===== config.mk =====
export PLATFORM = sky130hd
export DESIGN_NAME = hole_fit_allocator_top
export DESIGN_NICKNAME = d
export VERILOG_FILES = /design/src/rtl/core/hfa_pkg.sv /design/src/rtl/core/hfa_fit_unit.sv /design/src/rtl/core/hole_fit_allocator_top.sv
export SDC_FILE = /design/constraint.sdc
export NUM_CORES = 1
export LEC_CHECK = 0
export BUFFER_PORTS_ARGS = -buffer_cell sky130_fd_sc_hd__buf_2
export CAP_MARGIN = 10
export CELL_PAD_IN_SITES_DETAIL_PLACEMENT = 0
export CELL_PAD_IN_SITES_GLOBAL_PLACEMENT = 1
export CORE_UTILIZATION = 55
export DETAILED_ROUTE_END_ITERATION = 10
export PLACE_DENSITY = 0.9
export SYNTH_ARGS = -nofsm -noshare
export SYNTH_HDL_FRONTEND = slang
export SYNTH_SLANG_ARGS = --single-unit

===== constraint.sdc =====
create_clock -name clk_i -period 8.55 [get_ports clk_i]
set_input_delay 1.71 -clock clk_i [delete_from_list [all_inputs] [get_ports clk_i]]
set_output_delay 1.71 -clock clk_i [all_outputs]
set_load 0.1 [all_outputs]

===== src/rtl/core/hfa_pkg.sv =====
`timescale 1ns / 1ps

package hfa_pkg;

  // command codes
  localparam logic CMD_LOAD    = 1'b0;
  localparam logic CMD_REQUEST = 1'b1;

  // fit_mode codes
  localparam logic FIT_FIRST = 1'b0;
  localparam logic FIT_BEST  = 1'b1;

  // configuration register indexes
  localparam logic CFG_FIT_MODE     = 1'b0;
  localparam logic CFG_HOLES_IN_USE = 1'b1;

  // fixed field widths
  localparam int unsigned IdxWidth   = 4;
  localparam int unsigned SizeWidth  = 16;
  localparam int unsigned CountWidth = 5;
  localparam int unsigned TotalWidth = 32;
  localparam int unsigned CfgWidth   = 5;

  localparam logic [CountWidth-1:0] HolesInUseReset = 5'd16;

  // control from the sequencer to the shared fit unit
  typedef struct packed {
    logic start;
    logic step;
    logic smallest;
  } scan_ctrl_t;

endpackage


===== src/rtl/core/hfa_fit_unit.sv =====
`timescale 1ns / 1ps

module hfa_fit_unit
  import hfa_pkg::*;
#(
  parameter int unsigned SIZE_BITS = 16,
  parameter int unsigned ADDR_BITS = 4
) (
  input  logic                  clk_i,
  input  logic                  rst_ni,
  input  scan_ctrl_t            ctrl_i,
  input  logic [SIZE_BITS-1:0]  req_size_i,
  input  logic [SIZE_BITS-1:0]  data_i,
  input  logic [ADDR_BITS-1:0]  data_idx_i,
  input  logic [TotalWidth-1:0] acc_init_i,
  output logic                  found_o,
  output logic [ADDR_BITS-1:0]  pick_o,
  output logic [SIZE_BITS-1:0]  best_o,
  output logic [TotalWidth-1:0] acc_o
);

  logic                  found_q, found_d;
  logic [ADDR_BITS-1:0]  pick_q, pick_d;
  logic [SIZE_BITS-1:0]  best_q, best_d;
  logic [TotalWidth-1:0] acc_q, acc_d;
  logic [TotalWidth:0]   sum;
  logic                  fits;
  logic                  take;

  assign fits = (data_i >= req_size_i);
  assign take = fits && (!found_q || (ctrl_i.smallest && (data_i < best_q)));
  assign sum  = {1'b0, acc_q} + (TotalWidth + 1)'(data_i);

  always_comb begin
    found_d = found_q;
    pick_d  = pick_q;
    best_d  = best_q;
    acc_d   = acc_q;
    if (ctrl_i.start) begin
      found_d = 1'b0;
      acc_d   = acc_init_i;
    end else if (ctrl_i.step) begin
      // saturating running total of free space
      acc_d = sum[TotalWidth] ? '1 : sum[TotalWidth-1:0];
      if (take) begin
        found_d = 1'b1;
        pick_d  = data_idx_i;
        best_d  = data_i;
      end
    end
  end

  always_ff @(posedge clk_i or negedge rst_ni) begin
    if (!rst_ni) begin
      found_q <= 1'b0;
      pick_q  <= '0;
      best_q  <= '0;
      acc_q   <= '0;
    end else begin
      found_q <= found_d;
      pick_q  <= pick_d;
      best_q  <= best_d;
      acc_q   <= acc_d;
    end
  end

  assign found_o = found_q;
  assign pick_o  = pick_q;
  assign best_o  = best_q;
  assign acc_o   = acc_q;

endmodule


===== src/rtl/core/hole_fit_allocator_top.sv =====
`timescale 1ns / 1ps

// channel  direction  handshake                 word
// in       input      in_valid_i / in_stall_o   command_i, hole_index_i, size_i
// out      output     out_valid_o / out_stall_i granted_o, hole_number_o, hole_remaining_o,
//                                               fragmentation_total_o, fragmentation_seen_o
// cfg      input      cfg_we_i                  cfg_idx_i, cfg_wdata_i
//
// a load goes straight to the result state; a request first searches n holes,
// n = min(holes_in_use, NUM_HOLES), and goes straight to the result state when n is zero
// the request time is set by one compare/add unit visiting one hole per cycle
// through the single registered read port of the hole table
// reset is asynchronous; valid bits mark the table empty at once, no clearing pass
// one word is taken at a time; the result register waits under out_stall_i and
// the block takes the next word while that result is still waiting

module hole_fit_allocator_top
  import hfa_pkg::*;
#(
  parameter int unsigned NUM_HOLES = 16,
  parameter int unsigned SIZE_BITS = 16
) (
  input  logic                  clk_i,
  input  logic                  rst_ni,
  input  logic                  cfg_we_i,
  input  logic                  cfg_idx_i,
  input  logic [CfgWidth-1:0]   cfg_wdata_i,
  input  logic                  in_valid_i,
  output logic                  in_stall_o,
  input  logic                  command_i,
  input  logic [IdxWidth-1:0]   hole_index_i,
  input  logic [SizeWidth-1:0]  size_i,
  output logic                  out_valid_o,
  input  logic                  out_stall_i,
  output logic                  granted_o,
  output logic [IdxWidth-1:0]   hole_number_o,
  output logic [SizeWidth-1:0]  hole_remaining_o,
  output logic [TotalWidth-1:0] fragmentation_total_o,
  output logic                  fragmentation_seen_o
);

  localparam int unsigned AW = (NUM_HOLES > 1) ? $clog2(NUM_HOLES) : 1;

  typedef enum logic [1:0] {
    ST_IDLE,
    ST_SCAN,
    ST_RESULT
  } state_e;

  state_e                state_q, state_d;
  logic                  cmd_q, cmd_d;
  logic [IdxWidth-1:0]   idx_q, idx_d;
  logic [SIZE_BITS-1:0]  sz_q, sz_d;
  logic [CountWidth-1:0] n_q, n_d;
  logic [CountWidth-1:0] cnt_q, cnt_d;
  logic                  pend_q, pend_d;
  logic                  last_q, last_d;
  logic [AW-1:0]         tag_q, tag_d;
  logic                  fit_mode_q, fit_mode_d;
  logic [CountWidth-1:0] holes_q, holes_d;
  logic [TotalWidth-1:0] frag_q, frag_d;
  logic                  flag_q, flag_d;
  logic                  out_valid_q, out_valid_d;
  logic                  granted_q, granted_d;
  logic [IdxWidth-1:0]   number_q, number_d;
  logic [SizeWidth-1:0]  remain_q, remain_d;

  logic                  in_accept;
  logic                  out_free;
  logic [CountWidth-1:0] n_sat;
  logic                  load_in_range;

  // hole table
  logic [SIZE_BITS-1:0]  mem_q [NUM_HOLES];
  logic [NUM_HOLES-1:0]  vld_q;
  logic [SIZE_BITS-1:0]  rd_data_q;
  logic                  rd_vld_q;
  logic [AW-1:0]         rd_addr;
  logic                  mem_we;
  logic [AW-1:0]         wr_addr;
  logic [SIZE_BITS-1:0]  wr_data;
  logic [SIZE_BITS-1:0]  hole_data;

  scan_ctrl_t            scan_ctrl;
  logic                  fu_found;
  logic [AW-1:0]         fu_pick;
  logic [SIZE_BITS-1:0]  fu_best;
  logic [TotalWidth-1:0] fu_acc;

  assign in_accept     = in_valid_i && !in_stall_o;
  assign in_stall_o    = (state_q != ST_IDLE);
  assign out_free      = !out_valid_q || !out_stall_i;
  assign n_sat         = (32'(holes_q) > NUM_HOLES) ? CountWidth'(NUM_HOLES) : holes_q;
  assign load_in_range = (32'(idx_q) < NUM_HOLES);
  assign rd_addr       = AW'(cnt_q);
  assign hole_data     = rd_vld_q ? rd_data_q : '0;

  assign scan_ctrl.start    = in_accept;
  assign scan_ctrl.step     = (state_q == ST_SCAN) && pend_q;
  assign scan_ctrl.smallest = (fit_mode_q == FIT_BEST);

  hfa_fit_unit #(
    .SIZE_BITS(SIZE_BITS),
    .ADDR_BITS(AW)
  ) u_fit (
    .clk_i      (clk_i),
    .rst_ni     (rst_ni),
    .ctrl_i     (scan_ctrl),
    .req_size_i (sz_q),
    .data_i     (hole_data),
    .data_idx_i (tag_q),
    .acc_init_i (frag_q),
    .found_o    (fu_found),
    .pick_o     (fu_pick),
    .best_o     (fu_best),
    .acc_o      (fu_acc)
  );

  // write port: loads and granted requests, both in the result state
  always_comb begin
    mem_we  = 1'b0;
    wr_addr = fu_pick;
    wr_data = fu_best - sz_q;
    if (state_q == ST_RESULT && out_free) begin
      if (cmd_q == CMD_LOAD) begin
        mem_we  = load_in_range;
        wr_addr = AW'(idx_q);
        wr_data = sz_q;
      end else begin
        mem_we = fu_found;
      end
    end
  end

  always_ff @(posedge clk_i) begin
    if (mem_we) begin
      mem_q[wr_addr] <= wr_data;
    end
    rd_data_q <= mem_q[rd_addr];
  end

  always_ff @(posedge clk_i or negedge rst_ni) begin
    if (!rst_ni) begin
      vld_q    <= '0;
      rd_vld_q <= 1'b0;
    end else begin
      if (mem_we) begin
        vld_q[wr_addr] <= 1'b1;
      end
      rd_vld_q <= vld_q[rd_addr];
    end
  end

  always_comb begin
    state_d     = state_q;
    cmd_d       = cmd_q;
    idx_d       = idx_q;
    sz_d        = sz_q;
    n_d         = n_q;
    cnt_d       = cnt_q;
    pend_d      = pend_q;
    last_d      = last_q;
    tag_d       = tag_q;
    fit_mode_d  = fit_mode_q;
    holes_d     = holes_q;
    frag_d      = frag_q;
    flag_d      = flag_q;
    out_valid_d = out_valid_q;
    granted_d   = granted_q;
    number_d    = number_q;
    remain_d    = remain_q;

    if (cfg_we_i) begin
      case (cfg_idx_i)
        CFG_FIT_MODE:     fit_mode_d = cfg_wdata_i[0];
        CFG_HOLES_IN_USE: holes_d    = cfg_wdata_i;
        default:          ;
      endcase
    end

    if (out_valid_q && !out_stall_i) begin
      out_valid_d = 1'b0;
    end

    case (state_q)
      ST_IDLE: begin
        if (in_accept) begin
          cmd_d  = command_i;
          idx_d  = hole_index_i;
          sz_d   = SIZE_BITS'(size_i);
          n_d    = n_sat;
          cnt_d  = '0;
          pend_d = 1'b0;
          last_d = 1'b0;
          if (command_i == CMD_REQUEST && n_sat != '0) begin
            state_d = ST_SCAN;
          end else begin
            state_d = ST_RESULT;
          end
        end
      end
      ST_SCAN: begin
        // read issue runs ahead of the compare: each hole read here is compared in the cycle after
        if (cnt_q != n_q) begin
          cnt_d  = cnt_q + 1'b1;
          pend_d = 1'b1;
          tag_d  = AW'(cnt_q);
          last_d = (CountWidth'(cnt_q + 1'b1) == n_q);
        end else begin
          pend_d = 1'b0;
        end
        if (pend_q && last_q) begin
          state_d = ST_RESULT;
        end
      end
      ST_RESULT: begin
        if (out_free) begin
          out_valid_d = 1'b1;
          state_d     = ST_IDLE;
          if (cmd_q == CMD_LOAD) begin
            granted_d = 1'b0;
            number_d  = idx_q;
            remain_d  = load_in_range ? SizeWidth'(sz_q) : '0;
          end else if (fu_found) begin
            granted_d = 1'b1;
            number_d  = IdxWidth'(fu_pick);
            remain_d  = SizeWidth'(fu_best - sz_q);
          end else begin
            granted_d = 1'b0;
            number_d  = '0;
            remain_d  = '0;
            frag_d    = fu_acc;
            flag_d    = 1'b1;
          end
        end
      end
      default: state_d = ST_IDLE;
    endcase
  end

  always_ff @(posedge clk_i or negedge rst_ni) begin
    if (!rst_ni) begin
      state_q     <= ST_IDLE;
      cmd_q       <= CMD_LOAD;
      idx_q       <= '0;
      sz_q        <= '0;
      n_q         <= '0;
      cnt_q       <= '0;
      pend_q      <= 1'b0;
      last_q      <= 1'b0;
      tag_q       <= '0;
      fit_mode_q  <= FIT_FIRST;
      holes_q     <= HolesInUseReset;
      frag_q      <= '0;
      flag_q      <= 1'b0;
      out_valid_q <= 1'b0;
      granted_q   <= 1'b0;
      number_q    <= '0;
      remain_q    <= '0;
    end else begin
      state_q     <= state_d;
      cmd_q       <= cmd_d;
      idx_q       <= idx_d;
      sz_q        <= sz_d;
      n_q         <= n_d;
      cnt_q       <= cnt_d;
      pend_q      <= pend_d;
      last_q      <= last_d;
      tag_q       <= tag_d;
      fit_mode_q  <= fit_mode_d;
      holes_q     <= holes_d;
      frag_q      <= frag_d;
      flag_q      <= flag_d;
      out_valid_q <= out_valid_d;
      granted_q   <= granted_d;
      number_q    <= number_d;
      remain_q    <= remain_d;
    end
  end

  assign out_valid_o           = out_valid_q;
  assign granted_o             = granted_q;
  assign hole_number_o         = number_q;
  assign hole_remaining_o      = remain_q;
  assign fragmentation_total_o = frag_q;
  assign fragmentation_seen_o  = flag_q;

  a_frag_monotonic: assert property (@(posedge clk_i) disable iff (!rst_ni)
    1'b1 |=> frag_q >= $past(frag_q))
    else $error("fragmentation total decreased");

  a_flag_on_failure: assert property (@(posedge clk_i) disable iff (!rst_ni)
    $rose(flag_q) |-> out_valid_q && !granted_q)
    else $error("sticky flag set without a failed request word");

  a_last_to_result: assert property (@(posedge clk_i) disable iff (!rst_ni)
    (state_q == ST_SCAN) && pend_q && last_q |=> state_q == ST_RESULT)
    else $error("search did not finish after the last hole");

  a_no_write_in_scan: assert property (@(posedge clk_i) disable iff (!rst_ni)
    (state_q == ST_SCAN) |-> !mem_we && in_stall_o)
    else $error("table written or word taken during a search");

endmodule


### Yosys cells after proc, flatten, opt, wreduce, memory -nomap -nowiden

Memories as Yosys holds them, arrays and structs flattened. A register that Yosys moved wholly into a read port is not among the register bits.
Cells that the tools add are included.

* $add $sub $neg: 3
* $lt $le $gt $ge: 6
* reduce and logical (&&, ||, !) cells: 32
* mux-type cells: 42
* equality and inequality tests: 8
* bitwise logic cells: 4

Operators by type and width (count)
* 2-to-1 mux 32 bit: 3
* 2-to-1 mux 16 bit: 5
* adder 32 x 16 -> 33 bit: 1
* 2-to-1 mux 1 bit: 17
* greater-or-equal comparator 16 bit: 1
* less-than comparator 16 bit: 1
* 2-to-1 mux 4 bit: 4
* OR 16 bit: 1
* subtractor 16 bit: 1
* 2-to-1 mux 5 bit: 3
* AND reduction 2 bit: 7
* less-than comparator 4 x 5 -> 1 bit, second input constant: 2
* case mux 5 bit (2 select lines): 1
* logical AND 1 bit: 9
* AND reduction 3 bit: 3
* 2-to-1 mux 2 bit: 4
* nonzero test 2 bit: 4
* case mux 2 bit (3 select lines): 1
* adder 5 x 1 -> 5 bit, second input constant: 1
* equality test 5 bit: 1
* > comparator 5 bit, second input constant: 1
* inequality test 5 bit: 1
* nonzero test 5 bit: 1
* binary-select mux 1 bit (select 4 bit): 1
* 12 further kinds: 21

* bits in registers: 170
* output and inout bits: 56
* word-level logic and storage cells: 119
* memories kept: 1
* bits in writable memories: 256
* input bits: 32

Memories
* mem_q: words 16, width 16, read ports 1, clocked after memory_dff 1, write ports 1, line hole_fit_allocator_top.sv:74 `logic [SIZE_BITS-1:0] mem_q [NUM_HOLES];`

### Longest topological paths before layout

Gate-level depths: netlist of run 1.

* depth in word-level cells: 9
* mapped depth: 18
* depth with buffers taken out: 13

### Cells and area by module

A second synthesis of run 1 with hierarchy kept.

* cells, all modules: 1551
* area total of the unflattened synthesis: 20203.1 um^2

Modules (own cells, without submodules)
* hole_fit_allocator_top: area each 16218.1 um^2, times used 1, cells an instance 1116
* hfa_fit_unit: area each 3985.1 um^2, times used 1, cells an instance 435

### Worst setup path after synthesis of run 1

OpenSTA, ideal clock, no wires.

* kind: register to register
* start: reg rd_vld_q
* end: reg u_fit.acc_q[25] (netlist: u_fit.acc_o[25])
* period minus slack after synthesis: 3.919 ns
* slack: 4.631 ns
* library setup time: 0.081 ns
* stages on the path, launching flop included: 17
* arrival: 3.838 ns
* cells stage by stage: dfrtp_1 > clkbuf_8 > buf_2 > clkbuf_1 > clkbuf_1 > and2_1 > xor2_1 > ha_1 > a21oi_1 > o41ai_2 > o21a_2 > and4bb_4 > o2111ai_4 > a2111oi_4 > nor2_4 > and4_1 > nor3_2

* cells in the longest elaborated chain, start to end: 5

RTL lines
* from (decl): line hole_fit_allocator_top.sv:77 `logic rd_vld_q;`
* from (signal assigned): line hole_fit_allocator_top.sv:150 `rd_vld_q <= vld_q[rd_addr];`
* 2-to-1 mux 16 bit: line hole_fit_allocator_top.sv:96 `assign hole_data = rd_vld_q ? rd_data_q : '0;`
* adder 32 x 16 -> 33 bit: line hfa_fit_unit.sv:32 `assign sum = {1'b0, acc_q} + (TotalWidth + 1)'(data_i);`
* 2-to-1 mux 32 bit: line hfa_fit_unit.sv:44 `acc_d = sum[TotalWidth] ? '1 : sum[TotalWidth-1:0];`
* 2-to-1 mux 32 bit: line hfa_fit_unit.sv:42 `end else if (ctrl_i.step) begin`
* 2-to-1 mux 32 bit: line hfa_fit_unit.sv:39 `if (ctrl_i.start) begin`
* to (signal assigned): line hfa_fit_unit.sv:58 `acc_q <= '0;`
* to (signal assigned): line hfa_fit_unit.sv:63 `acc_q <= acc_d;`
* to (decl): line hfa_fit_unit.sv:25 `logic [TotalWidth-1:0] acc_q, acc_d;`

No other way between the ends. The select of a mux whose other input is x is not followed.
A chain may end at the register's enable or synchronous reset.

### Final worst setup path of run 1

Ends and elaborated chain as after synthesis.

==> results of run 1 <==
[cells by family (layout without fill, tap and decap cells)]
group	after synthesis	count (layout)	synth area share
compound gates	359	359	0.117
flops	442	442	0.608
mux	165	165	0.107
fa+ha+maj	55	55	0.0342
xor+xnor	37	37	0.0161
other cells	0	1	0
simple gates	366	366	0.0870
buf+inv	137	263	0.0300
[metrics by stage]
| stage | utilization | setup WS (ns) |
|---|---|---|
| floorplan | - | 4.63 |
| global placement | 0.589 | 4.28 |
| detailed placement | 0.589 | 4.09 |
| CTS | 0.631 | 4.34 |
| global route | 0.631 | 4.28 |
| finish | 0.631 | 4.58 |
[layout by cell type, fill, tap and decap left out, types with 17 or more instances in the layout]
master	instances
ha_1	52
dfrtp_1	168
edfxtp_1	256
clkbuf_16	44
or2_2	18
buf_4	40
nor3_1	19
nand2_1	155
a221oi_1	23
xor2_1	17
nor2_1	62
mux2i_1	61
xnor2_1	20
a21oi_1	62
inv_1	54
nand3_1	25
o21ai_0	117
mux4_2	34
buf_2	86
a22oi_1	19
mux2_2	70
[flip-flops by register name, indices dropped and copies added, names as in the netlist, 5 cells and up]
name	count
hole_remaining_o	16
mem_q	256
u_fit.best_o	16
rd_data_q	16
fragmentation_total_o	32
n_q	5
cnt_q	5
u_fit.acc_o	32
sz_q	16
vld_q	16
holes_q	5
[metal layers]
metal / vias to the layer above / global-route usage / wire length [um]
met2: 425 / 0.435 / 23500
met3: 95 / 0.0415 / 2800
li1: 6026 / - / -
met4: 2 / 0.101 / 1740
met1: 6537 / 0.343 / 19600
met5: - / 0.00894 / 45
[layout make-up]
cell class,count,area share
Antenna cell,1,0.000111
Sequential cell,442,0.543
Tap cell,461,0.0255
Clock buffer,62,0.0530
Inverter,54,0.00897
Timing Repair Buffer,127,0.0328
Multi-Input combinational cell,982,0.324
Clock inverter,20,0.0127
[power breakdown]
part	leakage [nW]	total (mW)	internal (mW)	switching [mW]
Sequential	4.59	3.67	3.24	0.429
Clock	0.707	1.98	1.14	0.833
Combinational	3.64	4.41	1.35	3.06
Total	8.94	10.1	5.73	4.33
[path summary, 6_finish.rpt]
kind | to | slack, ns | cells after the start
max | u_fit.acc_o[25]$_DFFE_PN0P_ | 4.58 | 13
min | fragmentation_seen_o$_DFFE_PN0P_ | 0.46 | 1
max reg2reg | u_fit.acc_o[25]$_DFFE_PN0P_ | 4.58 | 13
min reg2reg | fragmentation_seen_o$_DFFE_PN0P_ | 0.46 | 1
max in group asynchronous | cnt_q[0]$_DFFE_PN0P_ | 6.19 | 2
min in group asynchronous | fragmentation_total_o[0]$_DFFE_PN0P_ | 1.00 | 1
==> flow_summary.ini, run 1 <==
[critical_path]
critical_path.endpoint_type = flip-flop
cp.buffers_inverters = 1
crit_chain = buf_4, and2_1, xor2_1, ha_1, a21oi_1, o41ai_2, o21a_2, and4bb_4, o2111ai_4, a2111oi_4, nor2_4, and4_1, nor3_2
crit_start = rd_vld_q$_DFF_PN0_
crit_arrival_ns = 4.46
r2r-start = rd_vld_q$_DFF_PN0_
critPathTopFamily = compound AO/OA/AOI/OAI gates
slowest_stage = a2111oi_4
critPathKind = flip-flop to flip-flop
cp_slowest_stage_delay_ns = 0.77
critical_path_peak_fanout = 42
worst-endpoint-required_ns = 9.04
startpoint_type = flip-flop

[placed_design]
dp.cells = 2066
routabilityCongestion = 0.905
io_buffers = 87
place_hpwl_mm = 31.8
dpl_cell_area_um2 = 21100

[timing]
skew_ns = 0.0165
rsz0062_at_grt = false
tns_ns = 0
setup_viol = 0
slew_headroom = 0.265
max_slew.worst_pin.slew_ns = 1.10
hold_viol = 0
min_period_ns = 3.97
holdWs_ns = 0.462
max_freq_mhz = 252
fin_crit_sh = 0.464
drv_slew = 0

[route]
wl_mm = 47.7
drcViolationCount = 14
wl_per_cell_um = 22.2
dr.pass1.iters = 8
drt-initial-drc-count = 1049
antenna_left = 0
vias = 13085
via_per_inst = 6.09

[synthesis]
ys_ff_latch = 442
avgSynthCellArea_um2 = 12.9
synth_cell_type_count = 90
yosysMostFrequentCell = edfxtp_1
synthCells = 1561
ys_warn_count = 0
synth-async-reset-ratio = 0.385
synth_top_area_share = 0.381
synth-seq-area-share = 0.608
synth_ff_type = edfxtp_1
syn_nets = 1646
synth_edf_count = 256
yosysTopAreaCell = edfxtp_1
ys_top_cells_by_count = 256 x edfxtp_1, 169 x dfrtp_1, 155 x nand2_1, 119 x o21ai_0, 70 x mux2_2
synth_area_um2 = 20200
synth_area_leaders = edfxtp_1 38%, dfrtp_1 21%, mux2_2 3.9%

[power]
power_density_nw_per_um2 = 445
power_mw = 10.1
p_leak_nw = 8.94
vdd_drop_max_uv = 230

[status]
failed_checks = DRC
status = finished with violations

[cts]
ctsHoldBuffers = 0
clock_latency_ns = 0.57
max-clock-path-buffers = 3
htreeDepth = 2
path_clk_slew_ns = 0.06
cts.sinks = 442
cts_buffers = 44
post_cts_buffers = 0
ctsResizeCount = 0
cts_tree = yes
root_buffer = clkbuf_16

[global_routing]
grt_pass1_wl_mm = 75.8
overflow = 0
grt_pass1_vias = 13303
grt_max_degree = 77
antenna_found_initial = 0
grt_usage = 0.261

[cells_and_area]
multi_input_area_um2 = 7330
syn_to_final_growth_pct = 12.1
seq_area_um2 = 12300
instances_no_fill = 2149
fin_nets = 1736
drive_gt1_frac = 0.206
design_area_um2 = 22600
nFillCells = 2677

[run]
drv_cap = 0

[floorplanning]
fp.dieW_um = 194
initial_core_util = 0.563
dieArea_um2 = 37400
io-pin-count = 88
rows = 69
die_height_um = 194
core-area_um2 = 35800

[min_path]
hp-start = fragmentation_seen_o$_DFFE_PN0P_
min_path_type = flip-flop to flip-flop
No activity file was read; power rests on OpenSTA's default activity.
==> inputs of run 2 (changes only) <==
--- a/config.mk
+++ b/config.mk
@@ -5,13 +5,14 @@
 export SDC_FILE = /design/constraint.sdc
 export NUM_CORES = 1
 export LEC_CHECK = 0
+export ABC_AREA = 1
 export BUFFER_PORTS_ARGS = -buffer_cell sky130_fd_sc_hd__buf_2
 export CAP_MARGIN = 10
 export CELL_PAD_IN_SITES_DETAIL_PLACEMENT = 0
 export CELL_PAD_IN_SITES_GLOBAL_PLACEMENT = 1
-export CORE_UTILIZATION = 55
+export CORE_UTILIZATION = 49
 export DETAILED_ROUTE_END_ITERATION = 10
-export PLACE_DENSITY = 0.9
+export PLACE_DENSITY = 0.85
 export SYNTH_ARGS = -nofsm -noshare
 export SYNTH_HDL_FRONTEND = slang
 export SYNTH_SLANG_ARGS = --single-unit
==> constraint.sdc (replaced) <==
create_clock -name clk_i -period 4 [get_ports clk_i]
set_input_delay 0.8 -clock clk_i [delete_from_list [all_inputs] [get_ports clk_i]]
set_output_delay 0.8 -clock clk_i [all_outputs]
set_load 0.1 [all_outputs]
==> flow_summary.ini, run 2 <==
[timing]
skew_ns = 0.0369
drv_slew = 0
rsz0062_at_grt = false
min_period_ns = 3.15
slew_headroom = 0.287
setup_viol = 0
max_freq_mhz = 317
max_slew.worst_pin.slew_ns = 1.07
hold_viol = 0
fin_crit_sh = 0.788
tns_ns = 0

[route]
wl_per_cell_um = 20.1
antenna_left = 0
via_per_inst = 5.63
vias = 16095
wl_mm = 57.5
dr.pass1.iters = 5
drcViolationCount = 0
drt-initial-drc-count = 1582

[cts]
cts.sinks = 442
post_cts_buffers = 0
ctsResizeCount = 0
max-clock-path-buffers = 3
clock_latency_ns = 0.60
cts_tree = yes
cts_buffers = 46
htreeDepth = 2
root_buffer = clkbuf_16
ctsHoldBuffers = 0
path_clk_slew_ns = 0.06

[global_routing]
grt_usage = 0.269
overflow = 0
grt_pass1_wl_mm = 90.0
grt_pass1_vias = 15610
grt_max_degree = 75
antenna_found_initial = 1

[synthesis]
ys_ff_latch = 442
synth_ff_type = edfxtp_1
ys_top_cells_by_count = 570 x nand2_1, 256 x edfxtp_1, 192 x o21ai_0, 180 x inv_1, 172 x nor2_1
synth-seq-area-share = 0.586
avgSynthCellArea_um2 = 9.55
syn_nets = 2275
synth_area_leaders = edfxtp_1 37%, dfrtp_1 20%, nand2_1 10%
synth_cell_type_count = 60
yosysTopAreaCell = edfxtp_1
synthCells = 2190
yosysMostFrequentCell = nand2_1
synth_edf_count = 256
ys_warn_count = 0
synth_top_area_share = 0.368
synth-async-reset-ratio = 0.385
synth_area_um2 = 20900

[critical_path]
worst-endpoint-required_ns = 4.17
r2r-start = u_fit.best_o[0]$_DFFE_PN0P_
critPathKind = flip-flop to flip-flop
startpoint_type = flip-flop
critical_path.endpoint_type = flip-flop
rrSetupSlack_ns = 0.85
rr_worst_depth = 15
crit_arrival_ns = 3.32
r2r-end = mem_q[9][12]$_DFFE_PP_
critical_path_peak_fanout = 16

[cells_and_area]
antenna_cells = 0
largest_register_ffs = 256
fin_nets = 2369
syn_to_final_growth_pct = 12.9
top_register = mem_q
final_common_cell = nand2_1
final_cell_mix = 569 x nand2_1, 256 x edfxtp_1, 192 x o21ai_0, 180 x inv_1, 168 x dfrtp_1
drive_gt1_frac = 0.127

[placed_design]
io_buffers = 87
place_hpwl_mm = 38.7
routabilityCongestion = 0.915

[floorplanning]
die_height_um = 209
initial_core_util = 0.497
core-area_um2 = 42000
io-pin-count = 88
dieArea_um2 = 43500
fp.dieW_um = 209
rows = 75

[run]
drv_cap = 0

[min_path]
min_path_type = primary input to asynchronous set/reset pin

[status]
status = complete, no violations
==> run 2: cell types whose count changed after synthesis, moves of 61 or more <==
cell     previous run  this run
nand2_1           155       570
inv_1              54       180
nor2_1             63       172
nand3_1            25       116
o21ai_0           119       192
mux2_2             70         2
mux2i_1            61         0
==> run 2: routing by layer <==
layer,up-vias,share of wire,GRT usage
met4,0,0.030,0.0979
met3,104,0.064,0.0346
met5,-,0,0
met1,7827,0.44,0.378
met2,556,0.47,0.432
li1,7608,-,-
==> run 2: cell families (layout without fill, tap and decap cells) <==
| kind of cell | count (synthesis) | count (layout) | share of synthesized area |
|---|---|---|---|
| buf+inv | 286 | 418 | 0.0548 |
| mux | 2 | 2 | 0.00108 |
| xor+xnor | 34 | 34 | 0.0142 |
| compound gates | 381 | 381 | 0.105 |
| simple gates | 992 | 992 | 0.207 |
| fa+ha+maj | 53 | 53 | 0.0321 |
| flops | 442 | 442 | 0.586 |
==> run 2: critical path: stages (launching register included) <==
cell	delay [ns]
dfrtp_1	0.39
inv_1	0.07
ha_1	0.13
inv_1	0.06
fa_1	0.39
nand2_1	0.08
inv_1	0.05
o21ai_0	0.14
nand2_1	0.11
nand2_1	0.07
nand2_1	0.11
a21oi_1	0.21
o21ai_0	0.14
or2_2	0.31
nand3_1	0.07
nand2_1	0.38
==> run 2: worst max path at each step <==
stage	startpoint	end	slack [ns]
after CTS	u_fit.best_o[0]$_DFFE_PN0P_	mem_q[8][12]$_DFFE_PP_	0.88
final	u_fit.best_o[0]$_DFFE_PN0P_	mem_q[9][12]$_DFFE_PP_	0.85
after global placement	u_fit.best_o[0]$_DFFE_PN0P_	mem_q[15][12]$_DFFE_PP_	0.92
after floorplan	out_valid_o$_DFF_PN0_	mem_q[10][0]$_DFFE_PP_	0.91
after global routing	u_fit.best_o[0]$_DFFE_PN0P_	mem_q[8][12]$_DFFE_PP_	0.59
after detailed placement	u_fit.best_o[0]$_DFFE_PN0P_	mem_q[14][12]$_DFFE_PP_	0.90
==> run 2: through the flow <==
stage	cells	hold WS, ns	util	cell area (um^2)	worst slack [ns]
finish	2861	0.219	0.562	23600	0.849
global route	2861	0.257	0.562	23600	0.589
CTS	2861	0.245	0.562	23600	0.875
detailed placement	2775	0.445	0.525	22100	0.903
global placement	2775	0.441	0.525	22100	0.925
floorplan	2190	0.424	-	20900	0.908
==> run 2: final cells by class <==
| class | count | area (um^2) |
|---|---|---|
| Fill cell | 3674 | 18400 |
| Sequential cell | 442 | 12300 |
| Inverter | 196 | 742 |
| Clock inverter | 20 | 199 |
| Multi-Input combinational cell | 1462 | 7530 |
| Tap cell | 539 | 674 |
| Timing Repair Buffer | 136 | 847 |
| Clock buffer | 66 | 1350 |
Power of run 2 is not shown: default switching activity piles up to over one toggle a cycle in this logic, so the estimate is an artifact.
==> inputs of run 3 (changes only) <==
==> constraint.sdc (replaced) <==
create_clock -name clk_i -period 3 [get_ports clk_i]
set_input_delay 0.6 -clock clk_i [delete_from_list [all_inputs] [get_ports clk_i]]
set_output_delay 0.6 -clock clk_i [all_outputs]
set_load 0.1 [all_outputs]
==> flow_summary.ini, run 3 (synthesis results as in run 2) <==
[critical_path]
startpoint_type = flip-flop
r2r-end = mem_q[9][14]$_DFFE_PP_
rr_worst_depth = 15
critical_path.endpoint_type = flip-flop
critPathKind = flip-flop to flip-flop
worst-endpoint-required_ns = 3.16
critical_path_peak_fanout = 16
crit_arrival_ns = 2.99
r2r-start = u_fit.best_o[0]$_DFFE_PN0P_
rrSetupSlack_ns = 0.18

[cells_and_area]
fin_nets = 2393
final_cell_mix = 567 x nand2_1, 256 x edfxtp_1, 191 x o21ai_0, 180 x inv_1, 168 x dfrtp_1
top_register = mem_q
largest_register_ffs = 256
fin_util = 0.572
drive_gt1_frac = 0.135
syn_to_final_growth_pct = 15.1
final_common_cell = nand2_1
antenna_cells = 0

[cts]
cts_buffers = 47
cts_tree = yes
htreeDepth = 2
max-clock-path-buffers = 3
clock_latency_ns = 0.61
root_buffer = clkbuf_16
ctsHoldBuffers = 0
cts.sinks = 442
path_clk_slew_ns = 0.06

[route]
maxUsedRoutingLayer = met4
wl_met1_mm = 24.6
drcViolationCount = 0
drt-initial-drc-count = 1514
via_per_inst = 5.56
wl_met2_mm = 27.0
wl_per_cell_um = 19.7
vias = 16037
antenna_left = 0
wl_mm = 56.7
dr.pass1.iters = 5
wl_met3_mm = 3.58

[global_routing]
grt_pass1_vias = 15796
grt_usage = 0.268
antenna_found_initial = 0
overflow = 0
grt_max_degree = 100
grt_pass1_wl_mm = 89.8

[timing]
slew_headroom = 0.414
max_slew.worst_pin.slew_ns = 0.879
fin_ws_ns = 0.179
fin_crit_sh = 0.940
drv_slew = 0
max_freq_mhz = 355
holdWs_ns = 0.00697
hold_viol = 0
min_period_ns = 2.82
skew_ns = 0.0365
setup_viol = 0

[min_path]
min_path_type = primary input to asynchronous set/reset pin

[floorplanning]
initial_core_util = 0.497
rows = 75
dieArea_um2 = 43500
die_height_um = 209
io-pin-count = 88
core-area_um2 = 42000
fp.dieW_um = 209

[placed_design]
place_ws_ns = 0.0423
io_buffers = 87
routabilityCongestion = 0.909
place_hpwl_mm = 37.8

[run]
drv_cap = 0

[status]
status = complete, no violations
==> run 3: cell count changes in the layout (fill, tap and decap cells not counted), sizes merged <==
cell / before / now
clkinv: 17 / 20
bufinv: 2 / 4
clkbuf: 66 / 65
clkinvlp: 4 / 2
buf: 136 / 159
==> run 3: how the worst max path moves through the flow <==
stage	startpoint	end	slack [ns]	cells after the start
6_report	u_fit.best_o[0]$_DFFE_PN0P_	mem_q[9][14]$_DFFE_PP_	0.18	15
5_1_grt	u_fit.best_o[0]$_DFFE_PN0P_	mem_q[14][12]$_DFFE_PP_	-0.01	15
4_1_cts	sz_q[2]$_DFFE_PN0P_	mem_q[7][9]$_DFFE_PP_	0.04	11
3_5_place_dp	u_fit.best_o[0]$_DFFE_PN0P_	mem_q[8][12]$_DFFE_PP_	0.04	15
3_3_place_gp	sz_q[2]$_DFFE_PN0P_	mem_q[13][9]$_DFFE_PP_	0.03	11
2_1_floorplan	out_valid_o$_DFF_PN0_	mem_q[10][0]$_DFFE_PP_	-0.09	11
==> run 3: area by class of cell <==
| type | instances | area (um^2) |
|---|---|---|
| clock buffers | 65 | 1280 |
| clock inverters | 23 | 293 |
| fillers | 3682 | 18000 |
| inverters | 196 | 742 |
| multi-input cells | 1462 | 7550 |
| flip-flops and latches | 442 | 12300 |
| well taps | 539 | 674 |
| repair buffers | 159 | 1260 |
==> run 3: critical path: stages (launching register included) <==
cell and delay (ns):
dfrtp_1 0.39, inv_1 0.07, ha_1 0.13, inv_1 0.06, fa_1 0.38, nand2_1 0.08
inv_1 0.05, o21ai_0 0.16, nand2_1 0.11, nand2_1 0.07, nand2_1 0.06, buf_4 0.15
nand3_1 0.09, nand3_1 0.10, nand3_1 0.09, nand2_1 0.39
==> run 3: per-layer routing <==
layer,GRT usage,vias up
li1,-,7680
met3,0.0397,104
met2,0.442,517
met4,0.0928,0
met1,0.364,7736
met5,0,-
==> run 3: repair_timing <==
action                     CTS  global route
setup buffers                0             0
gates resized for setup      0             4
setup endpoints to repair    0            48
==> run 3: through the flow <==
step / instance area (um^2) / TNS [ns] / std cells
final: 24100 / 0 / 2886
after global routing: 24100 / -0.166 / 2886
after CTS: 24100 / 0 / 2886
after detailed placement: 22500 / 0 / 2798
after global placement: 22500 / 0 / 2798
after floorplan: 20900 / -6.09 / 2190
Power of run 3 is left out for the same reason.
